## config.mk

```make
export PLATFORM = sky130hd
export DESIGN_NAME = sas_scorer
export DESIGN_NICKNAME = d
export VERILOG_FILES = /design/src/hdl/sas_pkg.sv /design/src/hdl/sas_scorer.sv
export SDC_FILE = /design/constraint.sdc
export NUM_CORES = 2
export LEC_CHECK = 0
export ABC_CLOCK_PERIOD_IN_PS = 8130
export BUFFER_PORTS_ARGS = -buffer_cell sky130_fd_sc_hd__buf_2
export CAP_MARGIN = 20
export CORE_AREA = 5 5 300 184
export CTS_CLUSTER_DIAMETER = 60
export CTS_CLUSTER_SIZE = 30
export DETAILED_ROUTE_END_ITERATION = 8
export DIE_AREA = 0 0 305 189
export GPL_TIMING_DRIVEN = 0
export HOLD_SLACK_MARGIN = 0.12
export PLACE_DENSITY = 0.81
export SLEW_MARGIN = 20
export SYNTH_ARGS = -nofsm -noshare
export SYNTH_HDL_FRONTEND = slang
export SYNTH_SLANG_ARGS = --single-unit
```

## constraint.sdc

```tcl
create_clock -name clk_i -period 8.13 [get_ports clk_i]
set_input_delay 0.813 -clock clk_i [delete_from_list [all_inputs] [get_ports clk_i]]
set_output_delay 0.813 -clock clk_i [all_outputs]
set_load 0.05 [all_outputs]
```

## src/hdl/sas_pkg.sv

```systemverilog
`timescale 1ns / 1ps
// ----------------------------------------------------------------------------
// sas_pkg
// Shared types and constants for the strongest attractor select block.
// ----------------------------------------------------------------------------
package sas_pkg;

  localparam int unsigned MAX_ENTRIES_DEF = 32;

  localparam int unsigned CMD_W    = 2;
  localparam int unsigned POS_W    = 16;
  localparam int unsigned RAD_W    = 12;
  localparam int unsigned STR_W    = 24;
  localparam int unsigned SELF_W   = 6;
  localparam int unsigned STAT_W   = 2;
  localparam int unsigned BEST_W   = 5;

  // distance datapath
  localparam int unsigned ABS_W      = POS_W;          // |dx|, |dy|
  localparam int unsigned SUM_W      = 2 * ABS_W + 2;  // dx^2 + dy^2, even width
  localparam int unsigned ROOT_W     = SUM_W / 2;
  localparam int unsigned REM_W      = ROOT_W + 3;
  localparam int unsigned SQRT_STEPS = SUM_W / 2;
  localparam int unsigned STEP_W     = $clog2(SQRT_STEPS);
  localparam int unsigned DIFF_W     = ROOT_W + 1;     // |root - radius|
  localparam int unsigned Q_W        = 2 * DIFF_W;
  localparam int unsigned HALF_W     = Q_W / 2;
  localparam int unsigned PART_W     = STR_W + HALF_W;
  localparam int unsigned CROSS_W    = STR_W + Q_W;

  typedef enum logic [CMD_W-1:0] {
    CMD_CLEAR  = 2'd0,
    CMD_APPEND = 2'd1,
    CMD_QUERY  = 2'd2,
    CMD_NONE   = 2'd3
  } cmd_e;

  typedef enum logic [STAT_W-1:0] {
    STAT_OK   = 2'd0,
    STAT_FULL = 2'd1,
    STAT_NONE = 2'd2
  } status_e;

  typedef struct packed {
    logic signed [POS_W-1:0] x;
    logic signed [POS_W-1:0] y;
    logic [RAD_W-1:0]        r;
    logic [STR_W-1:0]        s;
  } entry_t;

  typedef enum logic [2:0] {
    SC_IDLE, SC_SQ, SC_ROOT, SC_DIFF, SC_MUL, SC_DONE
  } score_state_e;

  typedef enum logic [2:0] {
    ST_IDLE, ST_WALK, ST_SCORE, ST_MLO, ST_MHI, ST_CMP, ST_DONE
  } top_state_e;

  typedef struct packed {
    logic start;
  } score_ctl_t;

  typedef struct packed {
    logic busy;
    logic done;
  } score_stat_t;

endpackage

```

## src/hdl/sas_scorer.sv

```systemverilog
`timescale 1ns / 1ps
// ----------------------------------------------------------------------------
// sas_scorer
// Forms q = (floor(sqrt(dx^2+dy^2)) - radius)^2 for one entry, 2 bits a step.
// ----------------------------------------------------------------------------
module sas_scorer import sas_pkg::*; (
  input  logic                    clk_i,
  input  logic                    rst_ni,
  input  score_ctl_t              ctl_i,
  input  entry_t                  entry_i,
  input  logic signed [POS_W-1:0] qx_i,
  input  logic signed [POS_W-1:0] qy_i,
  output score_stat_t             stat_o,
  output logic [Q_W-1:0]          q_o
);

  score_state_e st_q, st_d;
  logic [ABS_W-1:0]  ax_q, ay_q;
  logic [RAD_W-1:0]  r_q;
  logic [SUM_W-1:0]  n_q;
  logic [REM_W-1:0]  rem_q;
  logic [ROOT_W-1:0] root_q;
  logic [STEP_W-1:0] step_q;
  logic [DIFF_W-1:0] ad_q;
  logic [Q_W-1:0]    q_q;

  logic signed [POS_W:0]  dx, dy;
  logic [REM_W-1:0]       rem_sh, trial;
  logic signed [DIFF_W:0] d;

  always_comb begin
    dx     = {entry_i.x[POS_W-1], entry_i.x} - {qx_i[POS_W-1], qx_i};
    dy     = {entry_i.y[POS_W-1], entry_i.y} - {qy_i[POS_W-1], qy_i};
    rem_sh = {rem_q[REM_W-3:0], n_q[SUM_W-1 -: 2]};
    trial  = REM_W'({root_q, 2'b01});
    d      = $signed({1'b0, root_q}) - $signed((DIFF_W + 1)'(r_q));
  end

  always_comb begin
    st_d = st_q;
    unique case (st_q)
      SC_IDLE: if (ctl_i.start) st_d = SC_SQ;
      SC_SQ:   st_d = SC_ROOT;
      SC_ROOT: if (step_q == STEP_W'(SQRT_STEPS - 1)) st_d = SC_DIFF;
      SC_DIFF: st_d = SC_MUL;
      SC_MUL:  st_d = SC_DONE;
      SC_DONE: st_d = SC_IDLE;
      default: st_d = SC_IDLE;
    endcase
  end

  always_ff @(posedge clk_i or negedge rst_ni) begin
    if (!rst_ni) begin
      st_q <= SC_IDLE;
    end else begin
      st_q <= st_d;
    end
  end

  always_ff @(posedge clk_i) begin
    case (st_q)
      SC_IDLE: begin
        ax_q <= dx[POS_W] ? ABS_W'(-dx) : ABS_W'(dx);
        ay_q <= dy[POS_W] ? ABS_W'(-dy) : ABS_W'(dy);
        r_q  <= entry_i.r;
      end
      SC_SQ: begin
        n_q    <= SUM_W'(ax_q * ax_q) + SUM_W'(ay_q * ay_q);
        rem_q  <= '0;
        root_q <= '0;
        step_q <= '0;
      end
      SC_ROOT: begin
        // restoring square root, one result bit per step
        if (rem_sh >= trial) begin
          rem_q  <= rem_sh - trial;
          root_q <= {root_q[ROOT_W-2:0], 1'b1};
        end else begin
          rem_q  <= rem_sh;
          root_q <= {root_q[ROOT_W-2:0], 1'b0};
        end
        n_q    <= {n_q[SUM_W-3:0], 2'b00};
        step_q <= step_q + 1'b1;
      end
      SC_DIFF: ad_q <= d[DIFF_W] ? DIFF_W'(-d) : DIFF_W'(d);
      SC_MUL:  q_q  <= ad_q * ad_q;
      default: ;
    endcase
  end

  assign stat_o.busy = (st_q != SC_IDLE);
  assign stat_o.done = (st_q == SC_DONE);
  assign q_o         = q_q;

endmodule

```

; After elaboration in Yosys (flattened, before gate mapping)
; Cells that the tools add are included.
[word_totals]
memories = 0
latchBits = 0
regBits = 175
ramBits = 0
input_bits = 103
romBits = 0
word_cells = 47
[classes]
order_cmp = 1
reduce_logical = 4
multipliers = 3
shift = 0
n_bitwise = 0
div = 0
muxes = 12
addsub = 9
n_eq_ne = 8
[ops]
columns = cell, n
row1 = case mux 34 bit (2 select lines), 1
row2 = multiplier 16 x 16 -> 32 bit, 2
row3 = multiplier 18 x 18 -> 36 bit, 1
row4 = 2-to-1 mux 18 bit, 2
row5 = case mux 18 bit (2 select lines), 1
row6 = case mux 17 bit (2 select lines), 1
row7 = subtractor 16 x 16 -> 17 bit, 2
row8 = adder 32 x 32 -> 33 bit, 1
row9 = 2-to-1 mux 16 bit, 2
row10 = negator 16 bit, 2
row11 = >= comparator 20 x 19 -> 1 bit, 1
row12 = negator 18 bit, 1
row13 = subtractor 17 x 12 -> 18 bit, 1
row14 = subtractor 18 bit, 1
row15 = case mux 3 bit (5 select lines), 1
row16 = case mux 5 bit (2 select lines), 1
row17 = "equality test 3 x 2 -> 1 bit, second input constant", 2
row18 = "equality test 3 bit, second input constant", 2
row19 = 2-to-1 mux 3 bit, 2
row20 = "adder 5 x 1 -> 5 bit, second input constant", 1
row21 = "equality test 5 bit, second input constant", 1
row22 = "!= test 2 bit, second input constant", 2
row23 = "equality test 3 x 1 -> 1 bit, second input constant", 1
row24 = logical NOT 3 bit, 1
row25 = 4 further kinds, 4

; Depth between registers and ports, before layout
[logic_depth]
word_depth = 3
depth_mapped = 28

; Least setup slack after synthesis
; OpenSTA, ideal clock, no wires.
[synth_timing]
path_type = flip-flop to flip-flop
from = register ax_q[4]
to = register n_q[29], data pin
synth_period_minus_slack_ps = 7109
path_buffers = 1
stages_incl_launch_ff = 25
path_slack_ps = 1021
arrival_time_ps = 6840
cell_sequence = edfxtp_1 -> clkbuf_1 -> nand2_1 -> fa_1 -> inv_1 -> fa_1 -> inv_1 -> fa_1 -> fa_1 -> fa_1 -> inv_1 -> fa_1 -> fa_1 -> fa_1 -> ha_1 -> a21o_1 -> a21oi_1 -> o21ai_0 -> a32oi_1 -> nand3_1 -> a31o_2 -> a311o_1 -> a21oi_1 -> xor2_1 -> o21ai_0
[synth_via]
elab_chain_len = 3
[synth_rtl]
columns = item, line
row1 = "start, declared", sas_scorer.sv:18  ; logic [ABS_W-1:0] ax_q, ay_q;
row2 = "start signal, assigned", sas_scorer.sv:63  ; ax_q <= dx[POS_W] ? ABS_W'(-dx) : ABS_W'(dx);
row3 = multiplier 16 x 16 -> 32 bit, sas_scorer.sv:68  ; n_q <= SUM_W'(ax_q * ax_q) + SUM_W'(ay_q * ay_q);
row4 = adder 32 x 32 -> 33 bit, sas_scorer.sv:68
row5 = case mux 34 bit (2 select lines), sas_scorer.sv:61  ; case (st_q)
row6 = "end signal, assigned", sas_scorer.sv:68
row7 = "end signal, assigned", sas_scorer.sv:82  ; n_q <= {n_q[SUM_W-3:0], 2'b00};
row8 = "end, declared", sas_scorer.sv:20  ; logic [SUM_W-1:0] n_q;
; Every way passes these cells.
; A chain may end at the register's enable or synchronous reset.

; Worst setup path in the final report
[layout_timing]
from = register ay_q[1]
to = register n_q[32], data pin
[layout_via]
elab_chain_len = 3
[layout_rtl]
columns = item, line
row1 = "start, declared", sas_scorer.sv:18
row2 = "start signal, assigned", sas_scorer.sv:64  ; ay_q <= dy[POS_W] ? ABS_W'(-dy) : ABS_W'(dy);
row3 = multiplier 16 x 16 -> 32 bit, sas_scorer.sv:68
row4 = adder 32 x 32 -> 33 bit, sas_scorer.sv:68
row5 = case mux 34 bit (2 select lines), sas_scorer.sv:61
; Every way passes these cells.

==> metrics.csv <==
stage,metric,value,unit
clock_tree,# H-tree levels,4,
worst_setup_path,worst path arrival time,8.13,ns
outcome,status,"finished, final reports clean",
floorplan,Die Y,189,µm
worst_setup_path,reg2reg start,ay_q[1],
logic_synthesis,Yosys warning count,0,
placed_design,Placed Area,35100,µm²
cells_and_area,antenna fix cells,0,
logic_synthesis,Post-synth EDFFs,171,
worst_setup_path,WP data required,8.32,ns
logic_synthesis,post-synthesis sequential area ratio,0.155,
worst_setup_path,startpoint types,register,
placed_design,dpl hpwl,68600,µm
clock_tree,post-cts hold buffer count,0,
sta,maximum clock frequency,0.126,GHz
worst_setup_path,Top delay family on crit path,adder cells,
clock_tree,Sink Count,174,
grt,initial antenna violation count,1,
sta,"Period Utilization, post-route",0.977,
placed_design,routability cong.,0.993,
floorplan,I/O pin cnt,141,
sta,"Hold Vio Cnt, Final",0,
clock_tree,"Clk pin slew, worst setup/hold paths",0.08,ns
worst_setup_path,worst-path fanout max,10,
floorplan,Row Count,65,
placed_design,IO buf count,115,
grt,gr usage total,0.287,
drt,Initial DRC Count,2478,
worst_setup_path,Critical path buffers and inverters,5,
sta,Fin Clk Skew,0.0219,ns
grt,global-route wire length before repair,131000,µm
grt,grt ovf,0,
drt,WL per Instance,18.5,µm
sta,fin. max-slew vios,0,
floorplan,chip width,305,µm
logic_synthesis,gate count after technology mapping,3481,
worst_setup_path,Setup crit start,ay_q[1],
drt,Avg Vias per Cell,5.59,
worst_setup_path,max incr delay on CP,0.57,ns
sta,Final setup viols,0,
grt,largest net degree at the start of global routing,29,
logic_synthesis,distinct cell type count after synthesis,70,
sta,worst slew pin tran,1.05,ns
floorplan,core area,52100,µm²
placed_design,Post-Place Cells,4308,
clock_tree,root buffer cell,clkbuf_16,
floorplan,Starting Density,0.644,
cells_and_area,design area,36200,µm²
logic_synthesis,#FFs+latches synth,174,
cells_and_area,Layout Cells excl Fill,4374,
cells_and_area,Nets,4741,
cells_and_area,Synth-to-Final Area Change,7.75,%
logic_synthesis,main flop type after synthesis,edfxtp_1,
logic_synthesis,asr flop ratio synth,0.0172,
sta,minimum clock period,7.94,ns
clock_tree,Num CTS Buffers,17,
drt,Residual DRC,0,
drt,Vias,24400,
cells_and_area,Fillers,3840,
logic_synthesis,mean post-synth cell area,9.64,µm²
hold_path,Hold Crit Class,input pin to asynchronous set/reset pin,
grt,vias in the first global route,24600,
sta,Slew headroom,0.297,
worst_setup_path,Crit Path Category,register to register,
floorplan,Die Footprint,57600,µm²
worst_setup_path,"Max stage delay cell, worst path",edfxtp_1,
cells_and_area,share of cells above drive strength 1,0.0708,
cells_and_area,post-layout util,0.693,
drt,Post-DRT Antenna Nets,0,
clock_tree,CTS tree,done,
drt,1st-pass router iterations,9,
clock_tree,clk_lat worst skew,0.48,ns
run,max-cap viol count,0,
worst_setup_path,Worst Setup End Kind,register,
worst_setup_path,most frequent CP cell,fa_1,
drt,Total Wirelength,80700,µm
clock_tree,Longest Clk Path Bufs,2,
logic_synthesis,area of the mapped netlist,33500,µm²
[worst reg2reg max path, stage by stage, from the launching register on]
cell and delay, ns:
edfxtp_1 0.57, clkbuf_4 0.34, and2_1 0.17, inv_1 0.05
fa_1 0.46, fa_1 0.54, inv_1 0.05, fa_1 0.50
inv_1 0.06, fa_1 0.53, inv_1 0.05, fa_1 0.49
fa_1 0.42, fa_1 0.52, fa_1 0.46, ha_1 0.37
a21o_1 0.19, a221o_1 0.34, a21oi_1 0.20, o31ai_2 0.16
a21oi_2 0.30, o31a_1 0.22, o2111ai_1 0.15, a21oi_1 0.20
xnor2_1 0.19, o21ai_0 0.12
[worst paths after layout]
path	end	slack, ns	cells after the start
hold / removal	st_q[0]	0.14	1
min in group clk_i	r_q[8]	0.51	1
setup reg to reg	n_q[32]	0.19	25
hold reg to reg	n_q[2]	0.51	2
setup / recovery	n_q[32]	0.19	25
max in group asynchronous	st_q[1]	7.88	1
[metrics by stage]
| stage | worst slack, ns | hold slack, ns | TNS, ns |
|---|---|---|---|
| 2_1_floorplan | 1.02 | 0.483 | 0 |
| 3_3_place_gp | -0.256 | 0.489 | -0.509 |
| 3_5_place_dp | -0.407 | 0.493 | -1.31 |
| 4_1_cts | 0.00352 | 0.125 | 0 |
| 5_1_grt | -0.0173 | 0.130 | -0.0327 |
| 6_report | 0.187 | 0.139 | 0 |
[metal layers]
layer,vias to the layer above,track usage,wire [µm]
met4,4,0.0400,908
li1,11100,-,-
met5,-,0,114
met2,1369,0.382,31500
met1,11900,0.449,36100
met3,96,0.118,12200
[area by class of cell]
type / instances / area, µm² / share of cell area
Multi-Input combinational cell: 2326 / 24700 / 0.683
Sequential cell: 174 / 5210 / 0.144
Inverter: 902 / 3390 / 0.0937
Timing Repair Buffer: 158 / 963 / 0.0267
Tap cell: 703 / 880 / 0.0243
Clock buffer: 17 / 425 / 0.0118
Buffer: 79 / 365 / 0.0101
Clock inverter: 15 / 231 / 0.00640
[cells in the mapped netlist, types with 4 or more instances]
library cell	instances	area share
or2_2	9	0.0017
edfxtp_1	171	0.15
xor2_1	55	0.014
nor2_1	185	0.021
a21o_1	46	0.010
a211o_1	4	0.0010
nor3b_1	4	0.00090
a311oi_1	4	0.0010
nand4_1	8	0.0015
mux2_2	4	0.0013
o2111ai_1	5	0.0013
nand2b_1	17	0.0032
o31a_1	9	0.0023
a211oi_1	5	0.0011
a31o_2	9	0.0023
and3_1	8	0.0015
nor3_1	26	0.0039
clkbuf_1	76	0.0085
nor2b_1	30	0.0056
or3_1	11	0.0021
nand3_1	27	0.0040
o21a_1	22	0.0049
a31oi_1	17	0.0032
xnor2_1	110	0.029
nand2_1	253	0.028
o21ai_0	78	0.012
ha_1	377	0.14
and2_1	200	0.037
o21bai_1	12	0.0027
fa_1	603	0.36
nor4_1	8	0.0015
a21boi_0	8	0.0018
mux2i_1	16	0.0048
o31ai_1	8	0.0018
a21oi_1	99	0.015
inv_1	901	0.10
[state kept, by name, summed over array words and instances, names as in the netlist]
name	flops
ax_q	16
n_q	34
ad_q	18
st_q	3
root_q	17
ay_q	16
rem_q	18
step_q	5
q_o	35
r_q	12
[layout by cell type, fill, tap and decap left out, drive strengths merged, types with 5 or more instances in the layout]
cell type	n
nor2b	30
inv	911
xnor2	110
clkbuf	91
clkinv	6
o2111ai	5
nand3	27
nand4	8
a21oi	99
nor2	185
and2	200
xor2	55
o31a	9
buf	163
nor3	26
nand2b	17
a31oi	17
a21boi	8
a31o	9
mux2i	16
o21bai	12
and3	8
edfxtp	171
a211oi	5
o31ai	8
or3	12
nor4	8
nand2	253
o21ai	80
o21a	22
or2	9
ha	377
a21o	46
fa	603
[timing repair]
action,4_1_cts,5_1_grt
resized for setup,26,40
setup buffers,2,33
pin swaps,0,4
endpoints found under the setup margin,7,9
[cells by family (layout without fill, tap and decap cells)]
logic type	Yosys count	count (layout)	share of synthesized area
adder cells (fa/ha/maj)	980	980	0.500
AO/OA/AOI/OAI	359	359	0.0691
XOR/XNOR	165	165	0.0431
AND/OR/NAND/NOR	800	800	0.116
buffers and inverters	982	1171	0.110
flip-flops	174	174	0.155
multiplexers	20	20	0.00612
other	1	2	0.000112
Power is left out: the tool's default activity adds up to more than one toggle a clock period on the data nets, which glitch-free logic cannot reach.
