## config.mk

```make
export PLATFORM = sky130hd
export DESIGN_NAME = sas_cell
export DESIGN_NICKNAME = d
export VERILOG_FILES = /design/src/hdl/sas_pkg.sv /design/src/hdl/sas_cell.sv
export SDC_FILE = /design/constraint.sdc
export NUM_CORES = 1
export LEC_CHECK = 0
export ABC_AREA = 0
export BUFFER_PORTS_ARGS = -buffer_cell sky130_fd_sc_hd__buf_2
export CAP_MARGIN = 15
export CORE_MARGIN = 3
export CORE_UTILIZATION = 37
export DETAILED_ROUTE_END_ITERATION = 6
export PLACE_DENSITY_LB_ADDON = 0.12
export SYNTH_ARGS = -nofsm -noshare
export SYNTH_HDL_FRONTEND = slang
export SYNTH_SLANG_ARGS = --single-unit
export TNS_END_PERCENT = 10
```

## constraint.sdc

```tcl
create_clock -name clk_i -period 2.6 [get_ports clk_i]
set_input_delay 0.39 -clock clk_i [delete_from_list [all_inputs] [get_ports clk_i]]
set_output_delay 0.39 -clock clk_i [all_outputs]
set_load 0.05 [all_outputs]
```

## src/hdl/sas_pkg.sv

```systemverilog
`timescale 1ns / 1ps
// ----------------------------------------------------------------------------
// sas_pkg
// Shared types and constants for the strongest attractor select block.
// ----------------------------------------------------------------------------
package sas_pkg;

  localparam int unsigned MAX_ENTRIES_DEF = 32;

  localparam int unsigned CMD_W    = 2;
  localparam int unsigned POS_W    = 16;
  localparam int unsigned RAD_W    = 12;
  localparam int unsigned STR_W    = 24;
  localparam int unsigned SELF_W   = 6;
  localparam int unsigned STAT_W   = 2;
  localparam int unsigned BEST_W   = 5;

  // distance datapath
  localparam int unsigned ABS_W      = POS_W;          // |dx|, |dy|
  localparam int unsigned SUM_W      = 2 * ABS_W + 2;  // dx^2 + dy^2, even width
  localparam int unsigned ROOT_W     = SUM_W / 2;
  localparam int unsigned REM_W      = ROOT_W + 3;
  localparam int unsigned SQRT_STEPS = SUM_W / 2;
  localparam int unsigned STEP_W     = $clog2(SQRT_STEPS);
  localparam int unsigned DIFF_W     = ROOT_W + 1;     // |root - radius|
  localparam int unsigned Q_W        = 2 * DIFF_W;
  localparam int unsigned HALF_W     = Q_W / 2;
  localparam int unsigned PART_W     = STR_W + HALF_W;
  localparam int unsigned CROSS_W    = STR_W + Q_W;

  typedef enum logic [CMD_W-1:0] {
    CMD_CLEAR  = 2'd0,
    CMD_APPEND = 2'd1,
    CMD_QUERY  = 2'd2,
    CMD_NONE   = 2'd3
  } cmd_e;

  typedef enum logic [STAT_W-1:0] {
    STAT_OK   = 2'd0,
    STAT_FULL = 2'd1,
    STAT_NONE = 2'd2
  } status_e;

  typedef struct packed {
    logic signed [POS_W-1:0] x;
    logic signed [POS_W-1:0] y;
    logic [RAD_W-1:0]        r;
    logic [STR_W-1:0]        s;
  } entry_t;

  typedef enum logic [2:0] {
    SC_IDLE, SC_SQ, SC_ROOT, SC_DIFF, SC_MUL, SC_DONE
  } score_state_e;

  typedef enum logic [2:0] {
    ST_IDLE, ST_WALK, ST_SCORE, ST_MLO, ST_MHI, ST_CMP, ST_DONE
  } top_state_e;

  typedef struct packed {
    logic start;
  } score_ctl_t;

  typedef struct packed {
    logic busy;
    logic done;
  } score_stat_t;

endpackage

```

## src/hdl/sas_cell.sv

```systemverilog
`timescale 1ns / 1ps
// ----------------------------------------------------------------------------
// sas_cell
// One table slot of the entry ring: load from an append or take the neighbor.
// ----------------------------------------------------------------------------
module sas_cell import sas_pkg::*; (
  input  logic   clk_i,
  input  logic   shift_i,
  input  logic   load_i,
  input  entry_t load_data_i,
  input  entry_t chain_i,
  output entry_t entry_o
);

  entry_t entry_q;

  always_ff @(posedge clk_i) begin
    if (shift_i) begin
      entry_q <= chain_i;
    end else if (load_i) begin
      entry_q <= load_data_i;
    end
  end

  assign entry_o = entry_q;

endmodule

```

# Word level (Yosys, flattened, before mapping)
# Index checks and enable logic that the tools add are counted.
[totals]
ff_bits = 68
out_inout_bits = 68
wordCells = 7
[classes]
muxes = 2
n_reduce_logical = 1
[ops]
columns = ["op", "count"]
rows = [
  ["two-way mux 68 bit", 2],
  ["nonzero test 2 bit", 1],
]

# Depth between registers and ports, before layout
# Gate-level depths: netlist of run 1.
[logic_depth]
depth_word = 2
depth_mapped = 4
mapped_depth_nobuf = 1

# Worst setup path after synthesis of run 1
# OpenSTA, ideal clock, no wires.
[synth_timing]
path_type = "input to register"
start = "in shift_i"
end = "reg entry_q, in the netlist entry_o[0] (enable)"
setup_time_ns = 0.430
arrival_time_ns = 2.308
t_required_ns = 2.170
setup_slack_ns = -0.138
path_stages = 4
path_cell_list = "buf_6 > buf_6 > buf_6 > or2_1"
[synth_between]
elab_chain_len = 1
[synth_lines]
columns = ["element", "line_no", "rtl"]
rows = [
  ["start: declaration", "sas_cell.sv:8", "input logic shift_i,"],
  ["nonzero test 2 bit (no line)", "-", ""],
  ["end signal: assignment", "sas_cell.sv:19", "entry_q <= chain_i;"],
  ["end signal: assignment", "sas_cell.sv:21", "entry_q <= load_data_i;"],
  ["end: declaration", "sas_cell.sv:15", "entry_t entry_q;"],
]
# No other way between the ends.
# A chain may end at the register's enable or synchronous reset.

# Worst setup path in the final report of run 1
[layout_timing]
start = "reg entry_q, in the netlist entry_o[59]"
end = "out entry_o[59] (netlist name)"
[layout_rtl]
columns = ["element", "line_no", "rtl"]
rows = [
  ["end: declaration", "sas_cell.sv:12", "output entry_t entry_o"],
]
# No word-level cell between the ends.

==> results of run 1 <==
area by class of cell:
cell class,count,area share [%]
clock inverters,5,0.506
repair buffers,209,25.9
well taps,99,2.94
flip-flops and latches,68,48.5
multi-input cells,69,19.1
clock buffers,9,2.94
cell families after synthesis:
| kind of cell | count (synthesis) | share of synthesized area, % |
|---|---|---|
| muxes | 68 | 27.5 |
| DFF | 68 | 70.3 |
| buffers and inverters | 8 | 2.02 |
| and+or+nand+nor | 1 | 0.215 |
per-layer routing:
layer | track usage [%] | up-vias | share of wire, %
met3 | 6.93 | 16 | 13
met1 | 13.8 | 908 | 33
li1 | - | 990 | -
met4 | 6.85 | 0 | 2.7
met2 | 25.5 | 129 | 52
met5 | 0 | - | 0
stage by stage:
stage / util [%] / hold WS (ns) / instances / instance area [sq um]
floorplan: - / 0.607 / 145 / 2910
global placement: 54.6 / 0.693 / 445 / 4060
detailed placement: 54.6 / 0.694 / 445 / 4060
CTS: 56.5 / 0.343 / 459 / 4210
global route: 56.5 / 0.338 / 459 / 4210
finish: 56.5 / 0.358 / 459 / 4210
cell usage in the layout (no fill, tap or decap):
master    netlist  routed
buf_12          0       3
buf_2           5     206
clkbuf_8        0       9
clkinv_1        0       3
clkinv_2        0       2
edfxtp_1       68      68
mux2_2         59      59
mux2_4          9       9
or2_2           0       1
path summary, 6_finish.rpt:
| kind | slack [ns] | depth (start not counted) | from | to |
|---|---|---|---|---|
| setup / recovery | 1.26 | 1 | entry_o[59] | entry_o[59] |
| hold / removal | 0.36 | 2 | load_data_i[23] | entry_o[23] |
power by group:
part           switching (mW)  leakage (nW)  total (mW)  internal, mW
Combinational           0.557          1.15       0.796         0.239
Sequential             0.0267         0.693        1.37          1.35
Clock                   0.348        0.0772       0.670         0.322
Total                   0.932          1.92        2.84          1.91
==> impl_metrics.toml, run 1 <==
[clocking]
path_clk_slew_ns = 0.07
clockRootBuffer = "clkbuf_8"
postCtsSetupBuffers = 0
clockBufferDepth = 2
ctsResizeCount = 0
cts_sinks = 68
cts_buffers = 9
htree_levels = 3
cts_tree = "done"
ctsHoldBuffers = 0

[synth]
yosys_most_used_dff = "edfxtp_1"
yosysTopAreaCell = "edfxtp_1"
synth_edf_count = 68
syn_area_sq_um = 2910
synth-seq-area-share_pct = 70.3
synth.area.top_cells = "edfxtp_1 (70%), mux2_2 (23%), mux2_4 (4.6%)"
syn_inst = 145
yosysWarnings = 0
synthesis.nets = 284
synth.avg_cell_area_sq_um = 20.0
async_reset_ff_share_pct = 0
yosysMostFrequentCell = "edfxtp_1"
yosysTopAreaCellShare_pct = 70.3
ys_top_cells_by_count = "edfxtp_1 (68), mux2_2 (59), mux2_4 (9)"
synth_seq_cells = 68
ys_types = 6

[sta]
postLayoutSetupSlackWorst_ns = 1.26
rsz0062_at_grt = "false"
fin_crit_ns = 1.34
setup_viol = 0
tightest_slew_ns = 0.506
fin_crit_sh_pct = 51.6
hold_viol_final = 0
finalSetupTns_ns = 0
max_freq_mhz = 745
slew_headroom_pct = 66.3
final_max_slew_viol_count = 0

[layout]
drive_above_1_share_pct = 80.3
n_antenna_cell = 0
n_fill_cell = 645
largest_reg_flops = 68
area_growth_pct = 44.8
layout.nets = 496
seqCellArea_sq_um = 2040
multiInputGateArea_sq_um = 806

[global_route]
grt_pass1_wl_mm = 9.51
antenna_found_initial = 0
grt_overflow_total = 0
grt_usage_pct = 14.3
grt_pass1_vias = 2044
grt_max_degree = 69

[place]
preCtsSetupSlack_ns = 1.03
hpwl_mm = 5.31
port_buffers = 206
place_congestion = 0.756

[setup_path]
required_ns = 2.21
cpPeakStageDelay_ns = 0.40
crit_family = "flip-flops"
worstPathMaxFanout = 1
critPathLaunchType = "flop"
critPathArrivalTime_ns = 0.95
crit_chain = "buf_2"
crit_type = "flop to output port"
end_kind = "output port"
critPathSlowestCell = "edfxtp_1"
crit_buf_inv = 1

[power]
power_leakage_nw = 1.92
powerDensity_nw_per_um2 = 674
finalPower_mw = 2.84
ir_worst_vdd_mv = 0.431

[min_path]
hp-class = "input port to flop"

[routing]
viasPerCell = 4.45
ant_nets = 0
routed_wl_mm = 6.78
drc = 0
drtPass1Iterations = 3
drt_iter0_markers = 50
vias = 2043
wl_per_cell_um = 14.8

[status]
outcome = "completed"

[floorplanning]
fp.dieH_um = 94.6
chipWidth_um = 94.6
die_area_sq_um = 8950
start_util_pct = 39.0
pin_count = 207
fp-row-count = 31
coreArea_sq_um = 7450

[job]
drv_cap = 0
Power figures use the tool's default switching activity.
==> run 2, diff against run 1 <==
--- a/config.mk
+++ b/config.mk
@@ -5,7 +5,7 @@
 export SDC_FILE = /design/constraint.sdc
 export NUM_CORES = 1
 export LEC_CHECK = 0
-export ABC_AREA = 0
+export ABC_AREA = 1
 export BUFFER_PORTS_ARGS = -buffer_cell sky130_fd_sc_hd__buf_2
 export CAP_MARGIN = 15
 export CORE_MARGIN = 3
==> constraint.sdc (replaced) <==
create_clock -name clk_i -period 1.2 [get_ports clk_i]
set_input_delay 0.18 -clock clk_i [delete_from_list [all_inputs] [get_ports clk_i]]
set_output_delay 0.18 -clock clk_i [all_outputs]
set_load 0.05 [all_outputs]
==> run 2 against run 1 <==
  * Cell count increased by 31%
  * Highest routed layer unchanged
  * Sequential cell count unchanged
  * Largest cell class unchanged
  * Wire length up 13%
==> impl_metrics.toml, run 2 <==
[status]
outcome = "completed"

[setup_path]
crit_type = "flop to output port"
crit_chain = "buf_2"
worstPathMaxFanout = 1
required_ns = 1.02
critPathArrivalTime_ns = 0.93
crit_buf_inv = 1
end_kind = "output port"
cpPeakStageDelay_ns = 0.34
crit_family = "flip-flops"
critPathLaunchType = "flop"
critPathSlowestCell = "edfxtp_1"

[synth]
yosysTopAreaCell = "edfxtp_1"
synth_seq_cells = 68
syn_area_sq_um = 2920
synth_edf_count = 68
syn_inst = 289
synthesis.nets = 428
synth.area.top_cells = "edfxtp_1 (70%), nand2_1 (26%), buf_2 (1.7%)"
synth.avg_cell_area_sq_um = 10.1
ys_top_cells_by_count = "nand2_1 (204), edfxtp_1 (68), buf_2 (10)"
yosysMostFrequentCell = "nand2_1"
yosysWarnings = 0
synth-seq-area-share_pct = 69.9
async_reset_ff_share_pct = 0
ys_types = 7
yosysTopAreaCellShare_pct = 69.9
yosys_most_used_dff = "edfxtp_1"

[clocking]
cts_sinks = 68
path_clk_slew_ns = 0.07
ctsHoldBuffers = 0
clockBufferDepth = 2
htree_levels = 3
ctsResizeCount = 0
cts_buffers = 9
clockRootBuffer = "clkbuf_8"
postCtsSetupBuffers = 0
cts_tree = "done"

[floorplanning]
fp-row-count = 31
chipWidth_um = 94.8
start_util_pct = 39.2
coreArea_sq_um = 7450
die_area_sq_um = 8990
fp.dieH_um = 94.8
pin_count = 207

[place]
port_buffers = 206
hpwl_mm = 5.94
place_congestion = 0.759
placed_area_sq_um = 4080
preCtsSetupSlack_ns = 0.104

[routing]
vias = 2540
viasPerCell = 4.23
drc = 0
drt_iter0_markers = 55
ant_nets = 0
drtPass1Iterations = 4
wl_per_cell_um = 12.7
routed_wl_mm = 7.64

[sta]
postLayoutSetupSlackWorst_ns = 0.0869
hold_viol_final = 0
max_freq_mhz = 898
tightest_slew_ns = 0.460
setup_viol = 0
slew_headroom_pct = 69.3
final_max_slew_viol_count = 0
fin_crit_ns = 1.11
rsz0062_at_grt = "false"
fin_crit_sh_pct = 92.8

[power]
ir_worst_vdd_mv = 0.657
power_leakage_nw = 2.27
powerDensity_nw_per_um2 = 1510

[global_route]
grt_overflow_total = 0
grt_pass1_wl_mm = 10.9
antenna_found_initial = 0
grt_pass1_vias = 2333
grt_usage_pct = 16.2
grt_max_degree = 48

[layout]
layout_common_cells = "buf_2 (206), nand2_1 (204), edfxtp_1 (68)"
layout.nets = 637
n_antenna_cell = 0
post-route-util_pct = 57.1
fin_area_sq_um = 4250
mostFrequentLayoutCell = "buf_2"
largest_reg_flops = 68
drive_above_1_share_pct = 45.0
area_growth_pct = 45.6

[min_path]
hp-class = "input port to flop"

[job]
drv_cap = 0
==> run 2: report_power, final <==
group	total (mW)	internal (mW)	switching, mW
registers	2.97	2.92	0.0584
logic	1.74	0.438	1.30
clock network	1.71	0.941	0.767
==> run 2: path summary, 6_finish.rpt <==
path     endpoint  slack, ns  depth (start not counted)             from
max    entry_o[6]       0.09                          1       entry_o[6]
min   entry_o[41]       0.11                          3  load_data_i[41]
==> run 2: cell type report <==
cell class / instances / area, sq um
Fill cell: 688 / 3200
Sequential cell: 68 / 2040
Timing Repair Buffer: 213 / 1130
Multi-Input combinational cell: 205 / 774
Clock buffer: 12 / 135
Tap cell: 99 / 124
Clock inverter: 3 / 38.8
Inverter: 1 / 3.75
==> run 2: logic make-up (layout without fill, tap and decap cells) <==
kind of cell	after synthesis	count (layout)	share of synthesized area [%]
buffers and inverters	16	229	3.64
AND/OR/NAND/NOR	205	205	26.4
flip-flops	68	68	69.9
==> run 2: routing by layer <==
metal  track usage [%]  vias up  wire length [um]
met5                 0        -                 0
met4              7.09        0               142
met3              5.26       14               747
met2              29.0      110              4030
met1              17.3     1074              2720
li1                  -     1342                 -
==> run 2: per-stage QoR <==
step           cells  setup TNS [ns]  hold slack (ns)  power, mW
4_1_cts          601               0           0.0924       6.51
5_1_grt          601               0            0.107       6.70
3_5_place_dp     586               0            0.447       4.78
6_report         601               0            0.114       6.42
3_3_place_gp     586               0            0.444       4.76
2_1_floorplan    289           -8.56            0.359       4.24
==> run 3, diff against run 2 <==
--- a/config.mk
+++ b/config.mk
@@ -5,12 +5,13 @@
 export SDC_FILE = /design/constraint.sdc
 export NUM_CORES = 1
 export LEC_CHECK = 0
-export ABC_AREA = 1
 export BUFFER_PORTS_ARGS = -buffer_cell sky130_fd_sc_hd__buf_2
 export CAP_MARGIN = 15
 export CORE_MARGIN = 3
 export CORE_UTILIZATION = 37
+export CTS_BUF_LIST = sky130_fd_sc_hd__clkbuf_16
 export DETAILED_ROUTE_END_ITERATION = 6
+export GPL_ROUTABILITY_DRIVEN = 0
 export PLACE_DENSITY_LB_ADDON = 0.12
 export SYNTH_ARGS = -nofsm -noshare
 export SYNTH_HDL_FRONTEND = slang
==> run 3 against run 2 <==
  * Clock power is 27% higher
  * Cell count is 22% lower
  * Non-clock buffer count is 8 higher
  * Final area is 4.1% higher
  * Critical path depth stayed put
==> impl_metrics.toml, run 3 (synthesis results as in run 1) <==
[routing]
highest_layer = "met4"
routed_wl_mm = 7.18
drc = 0
viasPerCell = 4.49
wl_per_cell_um = 15.2
drtPass1Iterations = 4
wl_met3_um = 894
ant_nets = 0
drt_iter0_markers = 55
wl_met2_mm = 3.72
vias = 2114
m1WireLength_mm = 2.40

[layout]
area_growth_pct = 52.3
n_antenna_cell = 0
layout.nets = 508
fin_area_sq_um = 4430
largest_reg_flops = 68
layout_common_cells = "buf_2 (206), edfxtp_1 (68), mux2_2 (59)"
post-route-util_pct = 59.4
drive_above_1_share_pct = 80.9
mostFrequentLayoutCell = "buf_2"

[min_path]
hp-class = "input port to flop"
holdPathStages = 2

[place]
port_buffers = 206
placed_area_sq_um = 4180
preCtsSetupSlack_ns = -0.0629
hpwl_mm = 5.80

[setup_path]
crit_cells = 1
critPathLaunchType = "flop"
crit_family = "flip-flops"
crit_buf_inv = 1
cpPeakStageDelay_ns = 0.37
crit_chain = "buf_2"
critPathArrivalTime_ns = 0.91
required_ns = 1.02
end_kind = "output port"
crit_type = "flop to output port"
critPathSlowestCell = "edfxtp_1"
worstPathMaxFanout = 1

[clocking]
clockRootBuffer = "clkbuf_16"
clockBufferDepth = 2
cts_tree = "done"
postCtsSetupBuffers = 0
cts_buffers = 9
path_clk_slew_ns = 0.05
htree_levels = 3
ctsHoldBuffers = 0
ctsResizeCount = 0
cts_sinks = 68

[global_route]
grt_usage_pct = 15.6
grt_max_degree = 34
grt_pass1_wl_mm = 10.3
grt_pass1_vias = 2152
antenna_found_initial = 0
grt_overflow_total = 0

[job]
drv_cap = 0

[sta]
rsz0062_at_grt = "false"
postLayoutSetupSlackWorst_ns = 0.106
fin_crit_ns = 1.09
fin_crit_sh_pct = 91.2
tightest_slew_ns = 0.270
max_freq_mhz = 914
setup_viol = 0
slew_headroom_pct = 82.1
final_max_slew_viol_count = 0
hold_viol_final = 0

[floorplanning]
coreArea_sq_um = 7450
fp-row-count = 31
die_area_sq_um = 8950
start_util_pct = 39.0
pin_count = 207
fp.dieH_um = 94.6
chipWidth_um = 94.6

[power]
power_leakage_nw = 2.03
ir_worst_vdd_mv = 0.717
powerDensity_nw_per_um2 = 1570

[status]
outcome = "completed"
[run 3: final cells by class]
type / count / area [sq um]
clock inverters: 5 / 21.3
flip-flops and latches: 68 / 2040
clock buffers: 9 / 225
multi-input cells: 69 / 808
fillers: 631 / 3020
repair buffers: 221 / 1210
well taps: 99 / 124
[run 3: per-stage QoR]
| step | std cells | total power, mW | setup TNS [ns] | hold slack (ns) |
|---|---|---|---|---|
| final | 471 | 6.94 | 0 | 0.161 |
| after global routing | 471 | 7.21 | 0 | 0.155 |
| after CTS | 471 | 7.02 | 0 | 0.151 |
| after detailed placement | 457 | 4.83 | -1.46 | 0.483 |
| after global placement | 457 | 4.81 | -0.845 | 0.481 |
| after floorplan | 145 | 4.26 | -19.69 | 0.397 |
[run 3: worst paths after layout]
kind                          end            start  slack (ns)
worst max-delay path  entry_o[12]      entry_o[12]        0.11
worst min-delay path  entry_o[62]  load_data_i[62]        0.16
[run 3: report_power, final]
part | internal (mW) | switching [mW] | leakage (nW)
registers | 2.92 | 0.0577 | 0.693
clock network | 1.34 | 0.840 | 0.123
logic | 0.554 | 1.22 | 1.21
[run 3: metal layers]
layer | global-route usage, % | vias to the layer above
met3 | 6.22 | 12
met1 | 15.7 | 962
met4 | 7.93 | 0
li1 | - | 1019
met2 | 27.8 | 121
met5 | 0 | -
